===== src/rtl/apw_pkg.sv =====
// shared types and constants for the average pooling window block
package apw_pkg;

    localparam int unsigned CFG_IDX_W  = 3;
    localparam int unsigned CFG_DATA_W = 11;

    // line store geometry
    localparam int unsigned MAX_CHANNELS = 64;
    localparam int unsigned MAX_IN_WIDTH = 128;
    localparam int unsigned MAX_WINDOW   = 4;

    localparam logic [CFG_IDX_W-1:0] REG_CHANNELS = 3'd0;
    localparam logic [CFG_IDX_W-1:0] REG_OUT_W    = 3'd1;
    localparam logic [CFG_IDX_W-1:0] REG_OUT_H    = 3'd2;
    localparam logic [CFG_IDX_W-1:0] REG_WIN_W    = 3'd3;
    localparam logic [CFG_IDX_W-1:0] REG_WIN_H    = 3'd4;
    localparam logic [CFG_IDX_W-1:0] REG_STRIDE   = 3'd5;

    typedef enum logic [1:0] {
        ST_IDLE,
        ST_READ,
        ST_DIV,
        ST_OUT
    } t_state;

    // configuration as seen by the datapath
    typedef struct packed {
        logic [6:0]  channels;
        logic [7:0]  out_w;
        logic [10:0] out_h;
        logic [2:0]  win_w;
        logic [2:0]  win_h;
        logic [2:0]  stride;
    } t_cfg;

    // position of a completed window
    typedef struct packed {
        logic        hit;
        logic [9:0]  oi;
        logic [6:0]  oj;
        logic [5:0]  ch;
        logic        last;
        logic [11:0] dr;
        logic [8:0]  dc;
    } t_win;

endpackage


===== src/rtl/apw_ctrl.sv =====
// input position counters and window completion detect
module apw_ctrl
    import apw_pkg::*;
(
    input  logic        i_clk,
    input  logic        i_rst_n,
    input  t_cfg        i_cfg,
    input  logic        i_restart,
    input  logic        i_step,
    output logic [11:0] o_row,
    output logic [8:0]  o_col,
    output logic [5:0]  o_ch,
    output t_win        o_win
);
    logic [11:0] r_row, n_row;
    logic [8:0]  r_col, n_col;
    logic [5:0]  r_ch, n_ch;
    logic [10:0] pitch;
    logic [12:0] frame_rows;
    logic [11:0] dr;
    logic [8:0]  dc;
    logic [10:0] dr_div3;
    logic [7:0]  dc_div3;
    logic [9:0]  oi;
    logic [6:0]  oj;
    logic        dr_ok, dc_ok, row_ok, col_ok;

    assign pitch = 11'(i_cfg.out_w * i_cfg.stride);
    assign frame_rows = (i_cfg.win_h > i_cfg.stride)
        ? 13'(13'(i_cfg.out_h - 11'd1) * i_cfg.stride + i_cfg.win_h)
        : 13'(i_cfg.out_h * i_cfg.stride);

    assign row_ok = ({1'b0, r_row} + 13'd1) >= {10'd0, i_cfg.win_h};
    assign col_ok = ({1'b0, r_col} + 10'd1) >= {7'd0, i_cfg.win_w};
    assign dr = 12'(r_row + 12'd1 - {9'd0, i_cfg.win_h});
    assign dc = 9'(r_col + 9'd1 - {6'd0, i_cfg.win_w});

    // divide by three as a multiply by 2731 / 8192, exact below 8192
    assign dr_div3 = 11'((24'(dr) * 24'd2731) >> 13);
    assign dc_div3 = 8'((21'(dc) * 21'd2731) >> 13);

    // stride is 1..4: quotient and remainder by small constants
    always_comb begin
        case (i_cfg.stride)
            3'd2: begin
                dr_ok = ~dr[0]; dc_ok = ~dc[0];
                oi = 10'(dr >> 1); oj = 7'(dc >> 1);
            end
            3'd3: begin
                dr_ok = ({1'b0, dr_div3} * 12'd3) == dr;
                dc_ok = ({1'b0, dc_div3} * 9'd3) == dc;
                oi = 10'(dr_div3); oj = 7'(dc_div3);
            end
            3'd4: begin
                dr_ok = dr[1:0] == '0; dc_ok = dc[1:0] == '0;
                oi = 10'(dr >> 2); oj = 7'(dc >> 2);
            end
            default: begin
                dr_ok = 1'b1; dc_ok = 1'b1;
                oi = 10'(dr); oj = 7'(dc);
            end
        endcase
    end

    always_comb begin
        o_win.dr = dr;
        o_win.dc = dc;
        o_win.oi = oi;
        o_win.oj = oj;
        o_win.ch = r_ch;
        o_win.hit = row_ok && col_ok && dr_ok && dc_ok
                    && ({2'd0, dr} < 14'(i_cfg.out_h * i_cfg.stride))
                    && ({2'd0, dc} < 11'(i_cfg.out_w * i_cfg.stride))
                    && ({2'd0, r_col} < pitch);
        o_win.last = ({1'b0, oi} == 11'(i_cfg.out_h - 11'd1))
                     && ({1'b0, oj} == 8'(i_cfg.out_w - 8'd1))
                     && ({1'b0, r_ch} == 7'(i_cfg.channels - 7'd1));
    end

    always_comb begin
        n_row = r_row; n_col = r_col; n_ch = r_ch;
        if (i_restart) begin
            n_row = '0; n_col = '0; n_ch = '0;
        end else if (i_step) begin
            if ({1'b0, r_ch} + 7'd1 >= i_cfg.channels) begin
                n_ch = '0;
                if ({2'd0, r_col} + 11'd1 >= pitch) begin
                    n_col = '0;
                    n_row = ({1'b0, r_row} + 13'd1 >= frame_rows) ? '0 : r_row + 12'd1;
                end else begin
                    n_col = r_col + 9'd1;
                end
            end else begin
                n_ch = r_ch + 6'd1;
            end
        end
    end

    always_ff @(posedge i_clk) begin
        if (!i_rst_n) begin
            r_row <= '0; r_col <= '0; r_ch <= '0;
        end else begin
            r_row <= n_row; r_col <= n_col; r_ch <= n_ch;
        end
    end

    assign o_row = r_row;
    assign o_col = r_col;
    assign o_ch  = r_ch;
endmodule


===== config.mk =====
export PLATFORM = sky130hd
export DESIGN_NAME = apw_ctrl
export DESIGN_NICKNAME = d
export VERILOG_FILES = /design/src/rtl/apw_pkg.sv /design/src/rtl/apw_ctrl.sv
export SDC_FILE = /design/constraint.sdc
export NUM_CORES = 1
export LEC_CHECK = 0
export BUFFER_PORTS_ARGS = -buffer_cell sky130_fd_sc_hd__buf_2
export CELL_PAD_IN_SITES_DETAIL_PLACEMENT = 1
export CELL_PAD_IN_SITES_GLOBAL_PLACEMENT = 1
export CORE_ASPECT_RATIO = 0.9
export CORE_MARGIN = 2
export CORE_UTILIZATION = 43
export DETAILED_ROUTE_END_ITERATION = 10
export HOLD_SLACK_MARGIN = 0.05
export PLACE_DENSITY_LB_ADDON = 0.1
export SYNTH_ARGS = -nofsm -noshare
export SYNTH_HDL_FRONTEND = slang
export SYNTH_SLANG_ARGS = --single-unit

===== constraint.sdc =====
create_clock -name i_clk -period 9.05 [get_ports i_clk]
set_clock_uncertainty 0.15 [all_clocks]
set_input_delay 0.905 -clock i_clk [delete_from_list [all_inputs] [get_ports i_clk]]
set_output_delay 0.905 -clock i_clk [all_outputs]
set_load 0.005 [all_outputs]

==> results.txt <==
DR vias -> 12124
Post-DRT Antenna Nets -> 0
Multi-input logic area -> 0.0114 mm^2
Run status -> finished with violations
Via density -> 5.56
H-tree Lvls -> 1
CP max FO -> 5
Startpoint Class -> input pin
Sequential share of the synthesized area -> 4.37%
P_leak -> 8.06 nW
Row count -> 58
Failing checks -> setup timing
Max cap viols -> 0
Most common cell after layout, fill and taps aside -> inv_1
Nets@finish -> 2211
Ys flop type -> dfxtp_1
Initial DRC Count -> 559
Clk root buf -> clkbuf_16
Crit Path Category -> input pin to primary output
Slowest library cell on the worst path -> fa_1
Critical path arrival -> 8.14 ns
Syn Area/Cell -> 8.02 um^2
Core ar. -> 0.0282 mm^2
RSZ-0062 raised after global routing -> yes
Layout Cells excl Fill -> 2179
Share of layout cells above drive strength 1 -> 24.3%
Synth Register Bits -> 27
Slew at the pin with the worst max-slew slack -> 0.972 ns
Top-area cell type share of the netlist area -> 26.1%
GRT overflow -> 0
Maximum VDD drop -> 554 uV
Chip height -> 165 um
Post-synth EDFFs -> 0
P per Cell Area -> 461 mW/mm^2
Syn Inst Count -> 1542
Port Buf Inserts -> 111
Slew HR -> 34.9%
Placed Cells -> 2158
Area contributors post-synth -> ha_1 26%, fa_1 16%, inv_1 8.1%, xnor2_1 7.3%, dfxtp_1 4.4%
IO Pins -> 112
Die width -> 183 um
Drt drc -> 0
Most frequent cells in the layout -> 263 x inv_1, 228 x ha_1, 205 x buf_4
FF+latch area -> 541 um^2
Syn-to-layout area delta -> 25.9%
Detailed placer's ending HPWL -> 36700 um
CTS buffer count -> 3
Syn. warnings -> 0
Largest net degree at the start of global routing -> 39
WL per Instance -> 20.2 um
Core Util, Final -> 55.3%
Data required, critical path -> 8.00 ns
Cts hold-fix bufs -> 0
Synth Cell Area -> 0.0124 mm^2
CP max stage delay -> 0.53 ns
Final setup fails -> 1
Final Max Slew Viols -> 0
Worst-path clk slew -> 0.07 ns
Die ar. -> 0.0301 mm^2
Distinct cells, synth -> 84
Vias in the first global route -> 12957
Post-layout worst setup margin -> -0.149 ns
TritonCTS clock tree -> built
Crit path capture type -> primary output
GPL Wtd Cong -> 0.917
Clock tree buffer depth -> 2
Synth area leader -> ha_1
Max Fclk -> 109 MHz
Drt total wl -> 44100 um
Crit-path most repeated cell -> buf_4
Fill cell count -> 3464
First-pass GRT wire length -> 69200 um
Final Critical Period -> 9.20 ns
Fin crit share -> 102%
Hold Fails Final Rpt -> 0
Mapped Nets -> 1935
Setup TNS -> -0.149 ns
Clock Sinks -> 27
DRT Pass-1 Iters -> 5
Asr flop ratio synth -> 0%
Initial antenna violation count -> 5
Clk_lat worst skew -> 0.27 ns
Initial Utilization -> 43.9%
Gr usage total -> 29.1%
Hold crit path type -> register to register
[synthesized netlist by cell type, drive strengths merged (13+ instances only)]
| cell type | number |
|---|---|
| a21o | 27 |
| a22o | 13 |
| ha | 258 |
| nand3 | 27 |
| nor2b | 18 |
| o21a | 15 |
| buf | 16 |
| xnor2 | 107 |
| nand2 | 128 |
| clkbuf | 30 |
| fa | 96 |
| xor2 | 58 |
| o21ai | 39 |
| inv | 267 |
| a21oi | 72 |
| and2 | 13 |
| nor2 | 95 |
| nor3 | 31 |
| nand4 | 16 |
| dfxtp | 27 |
| nand2b | 16 |
[cell type report]
cell class	count	area share [%]
clock buffer	3	0.482
tap	360	2.89
clock inverter	1	0.0321
timing repair buffer	317	13.6
multi-input combinational	1201	73.0
sequential	27	3.47
antenna	2	0.0321
inverter	268	6.47
[registers in the layout (all words and copies together) (netlist names)]
name	cells
o_row	12
o_ch	6
o_col	9
[path summary, 6_finish.rpt]
check | startpoint | end | slack (ns) | cells past startpoint
worst min register to register | o_row[11]$_SDFFE_PP0P_ | o_row[11]$_SDFFE_PP0P_ | 0.40 | 1
worst max-delay path | i_cfg[5] | o_win[45] | -0.15 | 38
worst max register to register | o_row[5]$_SDFFE_PP0P_ | o_row[11]$_SDFFE_PP0P_ | 4.90 | 14
worst min-delay path | o_row[11]$_SDFFE_PP0P_ | o_row[11]$_SDFFE_PP0P_ | 0.40 | 1
[critical path: cells and delay by family]
family,cells,cell delay (ns)
AOI/OAI and AO/OA,8,1.54
xor gates and xnor gates,3,0.49
adders and majority gates,8,2.87
buffers and inverters,13,1.51
and+or+nand+nor,6,0.82
[through the flow]
stage,cell area [um^2],total power [W],setup slack (ns),hold slack [ns]
CTS,15300,0.00661,0.00537,0.411
finish,15600,0.00718,-0.149,0.403
detailed placement,14600,0.00594,-0.591,0.386
global route,15600,0.00782,-0.510,0.419
floorplan,12400,0.00383,0.0224,0.380
global placement,14600,0.00574,-0.431,0.385
[cell families (layout without fill, tap and decap cells)]
kind of cell,Yosys count,after routing,share of synthesized area [%]
simple gates,388,388,15.0
fa+ha+maj,355,355,41.7
buf+inv,314,589,9.85
compound gates,283,283,16.2
xor+xnor,166,166,12.2
flops,27,27,4.37
mux,9,9,0.738
other cells,0,2,0
[routing by layer]
layer	global-route usage (%)	up-vias	share of wire [%]
met5	0	-	0.045
met4	5.71	4	2.7
met3	3.00	74	4.7
met2	53.8	282	49
met1	37.0	6017	43
li1	-	5747	-
[what timing repair did]
item                                   4_1_cts  5_1_grt
setup endpoints to repair                    2        2
endpoints found under the hold margin        0        0
resized for setup                           93       36
gates cloned                                 0        0
pin swaps                                   69       26
buffers inserted                            14        1
[power breakdown]
| part | internal [W] | total, W | switching, W |
|---|---|---|---|
| registers | 0.000119 | 0.000120 | 0.000000557 |
| clock network | 0.0000598 | 0.000106 | 0.0000457 |
| logic | 0.00347 | 0.00696 | 0.00348 |
(Power assumes the default switching activity.)
