### config.mk
export PLATFORM = sky130hd
export DESIGN_NAME = apw_cfg
export DESIGN_NICKNAME = d
export VERILOG_FILES = /design/src/rtl/apw_pkg.sv /design/src/rtl/apw_cfg.sv
export SDC_FILE = /design/constraint.sdc
export NUM_CORES = 1
export LEC_CHECK = 0
export ABC_AREA = 1
export BUFFER_PORTS_ARGS = -buffer_cell sky130_fd_sc_hd__clkbuf_2
export CAP_MARGIN = 20
export CORE_MARGIN = 5
export CORE_UTILIZATION = 49
export DETAILED_ROUTE_END_ITERATION = 10
export PLACE_DENSITY = 0.78
export SLEW_MARGIN = 20
export SYNTH_ARGS = -nofsm -noshare
export SYNTH_HDL_FRONTEND = slang
export SYNTH_SLANG_ARGS = --single-unit
### constraint.sdc
create_clock -name i_clk -period 1.1 [get_ports i_clk]
set_input_delay 0.055 -clock i_clk [delete_from_list [all_inputs] [get_ports i_clk]]
set_output_delay 0.055 -clock i_clk [all_outputs]
set_load 0.05 [all_outputs]
### src/rtl/apw_pkg.sv
// shared types and constants for the average pooling window block
package apw_pkg;

    localparam int unsigned CFG_IDX_W  = 3;
    localparam int unsigned CFG_DATA_W = 11;

    // line store geometry
    localparam int unsigned MAX_CHANNELS = 64;
    localparam int unsigned MAX_IN_WIDTH = 128;
    localparam int unsigned MAX_WINDOW   = 4;

    localparam logic [CFG_IDX_W-1:0] REG_CHANNELS = 3'd0;
    localparam logic [CFG_IDX_W-1:0] REG_OUT_W    = 3'd1;
    localparam logic [CFG_IDX_W-1:0] REG_OUT_H    = 3'd2;
    localparam logic [CFG_IDX_W-1:0] REG_WIN_W    = 3'd3;
    localparam logic [CFG_IDX_W-1:0] REG_WIN_H    = 3'd4;
    localparam logic [CFG_IDX_W-1:0] REG_STRIDE   = 3'd5;

    typedef enum logic [1:0] {
        ST_IDLE,
        ST_READ,
        ST_DIV,
        ST_OUT
    } t_state;

    // configuration as seen by the datapath
    typedef struct packed {
        logic [6:0]  channels;
        logic [7:0]  out_w;
        logic [10:0] out_h;
        logic [2:0]  win_w;
        logic [2:0]  win_h;
        logic [2:0]  stride;
    } t_cfg;

    // position of a completed window
    typedef struct packed {
        logic        hit;
        logic [9:0]  oi;
        logic [6:0]  oj;
        logic [5:0]  ch;
        logic        last;
        logic [11:0] dr;
        logic [8:0]  dc;
    } t_win;

endpackage

### src/rtl/apw_cfg.sv
// configuration registers with range saturation
module apw_cfg
    import apw_pkg::*;
(
    input  logic                  i_clk,
    input  logic                  i_rst_n,
    input  logic                  i_cfg_we,
    input  logic [CFG_IDX_W-1:0]  i_cfg_index,
    input  logic [CFG_DATA_W-1:0] i_cfg_data,
    output t_cfg                  o_cfg,
    output logic                  o_restart
);
    localparam int unsigned CMAX = (MAX_CHANNELS < 64) ? MAX_CHANNELS : 64;
    localparam int unsigned WMAX = (MAX_WINDOW < 4) ? MAX_WINDOW : 4;

    t_cfg r_cfg, n_cfg;
    logic n_restart;

    function automatic logic [CFG_DATA_W-1:0] sat(input logic [CFG_DATA_W-1:0] v,
                                                  input logic [CFG_DATA_W-1:0] hi);
        if (v == '0) return CFG_DATA_W'(1);
        if (v > hi) return hi;
        return v;
    endfunction

    always_comb begin
        n_cfg     = r_cfg;
        n_restart = 1'b0;
        if (i_cfg_we) begin
            n_restart = 1'b1;
            unique case (i_cfg_index)
                REG_CHANNELS: n_cfg.channels = 7'(sat(i_cfg_data, CFG_DATA_W'(CMAX)));
                REG_OUT_W:    n_cfg.out_w    = 8'(sat(i_cfg_data, CFG_DATA_W'(128)));
                REG_OUT_H:    n_cfg.out_h    = 11'(sat(i_cfg_data, CFG_DATA_W'(1024)));
                REG_WIN_W:    n_cfg.win_w    = 3'(sat(i_cfg_data, CFG_DATA_W'(WMAX)));
                REG_WIN_H:    n_cfg.win_h    = 3'(sat(i_cfg_data, CFG_DATA_W'(WMAX)));
                REG_STRIDE:   n_cfg.stride   = 3'(sat(i_cfg_data, CFG_DATA_W'(4)));
                default:      n_restart = 1'b0;
            endcase
        end
    end

    always_ff @(posedge i_clk) begin
        if (!i_rst_n) begin
            r_cfg <= '{channels: 7'd1, out_w: 8'd1, out_h: 11'd1,
                       win_w: 3'd1, win_h: 3'd1, stride: 3'd1};
        end else begin
            r_cfg <= n_cfg;
        end
    end

    // counters clear at the same edge that takes the write
    assign o_restart = n_restart;
    assign o_cfg     = r_cfg;
endmodule

==> results of run 1 <==
power by group through the flow:
stage | Sequential [µW] | Clock (µW) | Combinational [µW]
3_5_place_dp | 1330 | 0 | 376
4_1_cts | 1300 | 974 | 377
2_1_floorplan | 1420 | 0 | 138
5_1_grt | 1310 | 1030 | 408
6_report | 1300 | 967 | 378
3_3_place_gp | 1330 | 0 | 371
synth_stat cells:
| master | n | area (µm²) |
|---|---|---|
| a211oi_1 | 1 | 7.510 |
| a21oi_1 | 30 | 150.1 |
| a31oi_1 | 2 | 12.51 |
| buf_4 | 1 | 7.510 |
| buf_6 | 1 | 11.26 |
| clkbuf_1 | 2 | 7.510 |
| dfxtp_1 | 35 | 700.7 |
| inv_1 | 17 | 63.81 |
| inv_2 | 9 | 33.78 |
| nand2_1 | 45 | 168.9 |
| nand2_2 | 2 | 12.51 |
| nand2_4 | 1 | 11.26 |
| nand3_1 | 20 | 100.1 |
| nand3b_1 | 1 | 7.510 |
| nand4_1 | 6 | 37.54 |
| nor2_1 | 20 | 75.07 |
| nor2_2 | 2 | 12.51 |
| nor2_4 | 1 | 11.26 |
| nor3_2 | 3 | 30.03 |
| nor3_4 | 2 | 32.53 |
| o21ai_0 | 8 | 40.04 |
| o21ai_2 | 1 | 8.760 |
| or2_2 | 1 | 6.260 |
cell type report:
type / count / share of cell area [%]
Inverter: 26 / 4.750
Tap cell: 44 / 2.680
Timing Repair Buffer: 66 / 19.00
Clock buffer: 6 / 2.497
Multi-Input combinational cell: 146 / 35.26
Sequential cell: 35 / 34.10
Clock inverter: 2 / 1.705
layout by cell type, fill, tap and decap left out, types with 2 or more instances in the layout:
cell type and instances:
nand4_1 6, nor3_4 2, inv_2 9, nor3_2 3, clkbuf_2 52, dfxtp_1 35, a31oi_1 2, buf_4 12
a21oi_1 30, nor2_1 20, nand2_2 2, nor2_2 2, nand2_1 45, buf_12 2, clkbuf_4 5, nand3_1 20
o21ai_0 8, inv_1 17
metal layers:
layer	share of wire, %	vias up	track usage [%]	wire length (µm)
met3	6.3	7	4.932	247
met4	1.3	0	6.853	51
met5	0	-	0	0
met1	45	735	23.57	1790
met2	47	57	33.09	1861
li1	-	834	-	-
path summary, 6_finish.rpt:
check | slack, ps | end
max | 50 | o_cfg[12]
min | 20 | o_cfg[9]$_SDFFE_PN1P_
max reg2reg | 270 | o_cfg[9]$_SDFFE_PN1P_
min reg2reg | 470 | o_cfg[11]$_SDFFE_PN0P_
metrics by stage:
stage | instances | instance area, µm²
6_report | 325 | 2054
5_1_grt | 325 | 2054
4_1_cts | 325 | 2054
3_5_place_dp | 317 | 1968
3_3_place_gp | 317 | 1968
2_1_floorplan | 211 | 1549
cells by family (layout without fill, tap and decap cells):
kind of cell           count (synthesis)  count (layout)  synth area share (%)
buffers and inverters                 30             100                 7.997
flip-flops                            35              35                 45.23
AO/OA/AOI/OAI                         42              42                 14.14
AND/OR/NAND/NOR                      104             104                 32.63
worst register-to-register path, cell delays in order (launching register included):
cell and delay [ps]:
dfxtp_1 320, or2_2 280, nand2_1 60, nand3_1 60
==> run summary, run 1 <==
I/O pins: 53
mean area per synthesized cell: 7.341 µm²
Worst Skew: 0 ps
min-delay src: i_cfg_data[0]
Worst Path Buf+Inv: 1
clk sinks: 35
setup TNS: 0 ps
# setup viols final: 0
pre-CTS setup slack: -32.10 ps
vias in the first global route: 1,593
number of synthesized register bits: 35
Post-Syn Instances: 211
clock root buffer: clkbuf_4
cell internal pwr: 1940 µW
Final Util: 67.30%
gr ovfl total: 0
Final Critical Period: 1053 ps
Die Area: 4386 µm²
Clock transition at path regs: 110 ps
clock buffer depth: 2
sw frac: 26.75%
highest clock rate: 949.8 MHz
peak supply drop: 0.0007532 V
Horiz. Die Dim: 66.23 µm
post-route ant nets: 0
Final nets: 297
Final Max Slew Viols: 0
# rows: 20
TritonCTS clock tree: built
routed vias: 1,633
status: completed
antenna fix cells: 0
CP top delay family: flip-flops
worst hold margin: 21.20 ps
area of the multi-input gates: 724.4 µm²
Fillers: 287
drt drc: 0
Initial Util: 50.74%
cell chain of the critical path: clkbuf_2
final WL: 3950 µm
H-tree levels: 2
worst setup margin: 47.19 ps
Worst Hold Class: in2reg
Final Hold Viols: 0
cell area after synthesis: 1549 µm²
Reg power frac: 49.3%
Worst Tran Pin Value: 385.5 ps
Slew HR: 74.16%
post-cts sizing count: 0
CP peak stage delay: 370 ps
CP Class: reg2out
Register Area: 700.7 µm²
unrepaired setup endpoints after global routing: false
critical path depth in cells: 1
total track usage: 19.48%
Port Buffer Count: 52
largest net degree at the start of global routing: 17
Via density: 5.025
CP max FO: 2
Tot Pwr: 2649 µW
combinational power share: 14.3%
Leakage: 0.0009209 µW
Clock Latency Late Sink: 340 ps
GP Congestion: 0.8291
core area: 3053 µm²
register area share after synthesis: 45.23%
number of buffers added for setup after CTS: 0
Syn Nets: 228
cts hold-fix bufs: 0
DR iter-0 viols: 147
drt wl/cell: 12.15 µm
Die Ht: 66.23 µm
first-pass GRT wire length: 6651 µm
Req. time, crit path: 1040 ps
Inserted Clock Buffers: 5
R2R depth: 3
initial antenna violation count: 0
origin of the critical flop-to-flop path: o_cfg[9]$_SDFFE_PN1P_
CP Capture Type: output pin
Data arrival, critical path: 1000 ps
final worst-path cycle share: 95.71%
PwrDens: 1289 nW/µm²
ratio of cells with drive above 1 in the final layout: 34.16%
max reg flops: 35
crit path max-delay cell type: dfxtp_1
hpwl dp: 3036 µm
critical path launch point type: flop
yosys warns: 0
Switch Pwr: 708.5 µW
Pre-Repair DR Iteration Count: 4
worst setup path start: o_cfg[12]$_SDFFE_PN0P_
max_cap viols: 0
Unique masters post-synth: 23
hold-critical path depth: 3
Clk pwr share: 36.5%
synth-to-layout area growth: 32.63%
(Power assumes the default switching activity.)
==> run 2, diff against run 1 <==
--- a/config.mk
+++ b/config.mk
@@ -9,9 +9,8 @@
 export BUFFER_PORTS_ARGS = -buffer_cell sky130_fd_sc_hd__clkbuf_2
 export CAP_MARGIN = 20
 export CORE_MARGIN = 5
-export CORE_UTILIZATION = 49
+export CORE_UTILIZATION = 35
 export DETAILED_ROUTE_END_ITERATION = 10
-export PLACE_DENSITY = 0.78
 export SLEW_MARGIN = 20
 export SYNTH_ARGS = -nofsm -noshare
 export SYNTH_HDL_FRONTEND = slang
==> run 2 against run 1 <==
Register-to-register slack is essentially flat. Via count fell by 2.9%. Clock power fell by 16%. Maximum frequency increased by 9.8%. Final cell count increased by 2.5%. Critical path type unchanged. Sequential power about the same. Hold slack improved by 62 ps. Clock skew unchanged. Sequential share of layout area shrank 0.19 points. Non-clock buffer count grew 2. Power fell by 5.4%.
==> run summary, run 2 (synthesis results as in run 1) <==
status: completed
flop2flop setup slack: 280 ps (about the same)
largest net degree at the start of global routing: 18 (+1)
clock root buffer: clkbuf_8
min-delay src: i_cfg_data[6]
Worst Skew: 0 ps (unchanged)
TritonCTS clock tree: built
total track usage: 14.43% (-5.1 points)
cell chain of the critical path: clkbuf_2
Final Critical Period: 958.9 ps (-93.92 ps)
pre-CTS setup slack: -55.49 ps (-23.39 ps)
hpwl dp: 3241 µm (+6.7%)
hold-critical path depth: 3 (unchanged)
max reg flops: 35 (unchanged)
max_cap viols: 0 (unchanged)
most common cell after layout, fill and taps aside: clkbuf_2
vias in the first global route: 1,540 (-3.3%)
cts hold-fix bufs: 0 (unchanged)
Worst Hold Class: in2reg
initial antenna violation count: 0 (unchanged)
Die Ht: 76.53 µm (+16%)
clock buffer depth: 2 (unchanged)
first-pass GRT wire length: 7093 µm (+6.6%)
synth-to-layout area growth: 33.36%
unrepaired setup endpoints after global routing: false
Leakage: 0.0009194 µW (-0.16%)
clk sinks: 35 (unchanged)
routed vias: 1,586 (-2.9%)
most frequent cells in the layout: clkbuf_2, nand2_1, dfxtp_1
# setup viols final: 0 (unchanged)
Worst Path Buf+Inv: 1 (unchanged)
drt drc: 0 (unchanged)
# rows: 24 (+20%)
Placed Instance Area: 1993 µm² (+1.3%)
CP max FO: 2 (unchanged)
Inserted Clock Buffers: 5 (unchanged)
Horiz. Die Dim: 76.53 µm (+16%)
CP peak stage delay: 350 ps (-20 ps)
Final Hold Viols: 0 (unchanged)
DR iter-0 viols: 112 (-24%)
hold endpoint: o_cfg[26]$_SDFFE_PN0P_
Req. time, crit path: 1040 ps (about the same)
critical path launch point type: flop
I/O pins: 53 (unchanged)
Slew HR: 75.57% (+1.4 points)
GP Congestion: 0.8410 (+1.4%)
Clock Latency Late Sink: 270 ps (-70 ps)
Port Buffer Count: 52 (unchanged)
Worst Tran Pin Value: 364.4 ps (-21.16 ps)
origin of the critical flop-to-flop path: o_cfg[9]$_SDFFE_PN1P_
critical path depth in cells: 1 (unchanged)
Clock transition at path regs: 60 ps (-50 ps)
CP Capture Type: output pin
Die Area: 5856 µm² (+34%)
Post-Layout Inst Area: 2066 µm² (+0.55%)
Pre-Repair DR Iteration Count: 4 (unchanged)
final worst-path cycle share: 87.17% (-8.5 points)
PwrDens: 1213 nW/µm² (-5.9%)
Via density: 4.763 (-5.2%)
gr ovfl total: 0 (unchanged)
CP Class: reg2out
ratio of cells with drive above 1 in the final layout: 33.81% (-0.36 points)
CP top delay family: flip-flops
highest clock rate: 1043 MHz (+9.8%)
antenna fix cells: 0 (unchanged)
Initial Util: 35.82% (-15 points)
peak supply drop: 0.0005293 V (-30%)
Final Max Slew Viols: 0 (unchanged)
Data arrival, critical path: 900 ps (-100 ps)
post-route ant nets: 0 (unchanged)
number of buffers added for setup after CTS: 0 (unchanged)
Final nets: 299 (+0.67%)
core area: 4324 µm² (+42%)
crit path max-delay cell type: dfxtp_1
R2R depth: 3 (unchanged)
worst setup margin: 141.1 ps (+93.92 ps)
Tot Pwr: 2506 µW (-5.4%)
final WL: 4165 µm (+5.4%)
drt wl/cell: 12.51 µm (+2.9%)
capture point of the worst reg-to-reg path: o_cfg[9]$_SDFFE_PN1P_
post-cts sizing count: 0 (unchanged)
H-tree levels: 2 (unchanged)
[run 2: cell count changes in the layout (fill, tap and decap cells not counted)]
| cell | previous run | this run |
|---|---|---|
| buf_4 | 12 | 14 |
| bufinv_16 | 1 | 0 |
| clkbuf_1 | 0 | 1 |
| clkbuf_4 | 5 | 0 |
| clkbuf_8 | 1 | 5 |
| clkinv_2 | 1 | 0 |
[run 2: final cells by class]
class                           instances  area, µm²
Fill cell                             462       2258
Clock buffer                            6      72.57
Tap cell                               52      65.06
Sequential cell                        35      700.7
Inverter                               26      97.59
Multi-Input combinational cell        146      724.4
Timing Repair Buffer                   68      405.4
[run 2: power breakdown]
| part | switching (µW) | leakage, µW | internal (µW) | total (µW) |
|---|---|---|---|---|
| logic | 268 | 0.000599 | 116 | 384 |
| clock network | 396 | 0.0000371 | 421 | 817 |
| registers | 13.1 | 0.000283 | 1290 | 1310 |
| total | 676 | 0.000919 | 1830 | 2510 |
[run 2: worst max-delay path by stage]
stage / end / startpoint / slack (ps)
after global placement: o_cfg[4]$_SDFFE_PN0P_ / i_cfg_data[5] / -40
after floorplan: o_cfg[9]$_SDFFE_PN1P_ / o_cfg[9]$_SDFFE_PN1P_ / 70
after detailed placement: o_cfg[1]$_SDFFE_PN0P_ / i_cfg_data[5] / -60
after global routing: o_cfg[21] / o_cfg[21]$_SDFFE_PN0P_ / 100
after CTS: o_cfg[34] / o_cfg[34]$_SDFFE_PN0P_ / 130
final: o_cfg[5] / o_cfg[5]$_SDFFE_PN0P_ / 140
[run 2: per-layer routing]
metal	wire (µm)	vias to the layer above	track usage (%)
met4	36	0	4.371
li1	-	829	-
met2	1875	47	22.52
met5	0	-	0
met1	1950	705	18.41
met3	302	5	5.437
[run 2: stage by stage]
step	TNS [ps]	hold slack, ps	util [%]	std cells
after floorplan	0	139.6	-	211
after global placement	-86.41	363.8	46.09	327
after detailed placement	-162.1	358.1	46.09	327
after CTS	0	71.58	47.77	333
after global routing	0	92.22	47.77	333
final	0	83.12	47.77	333
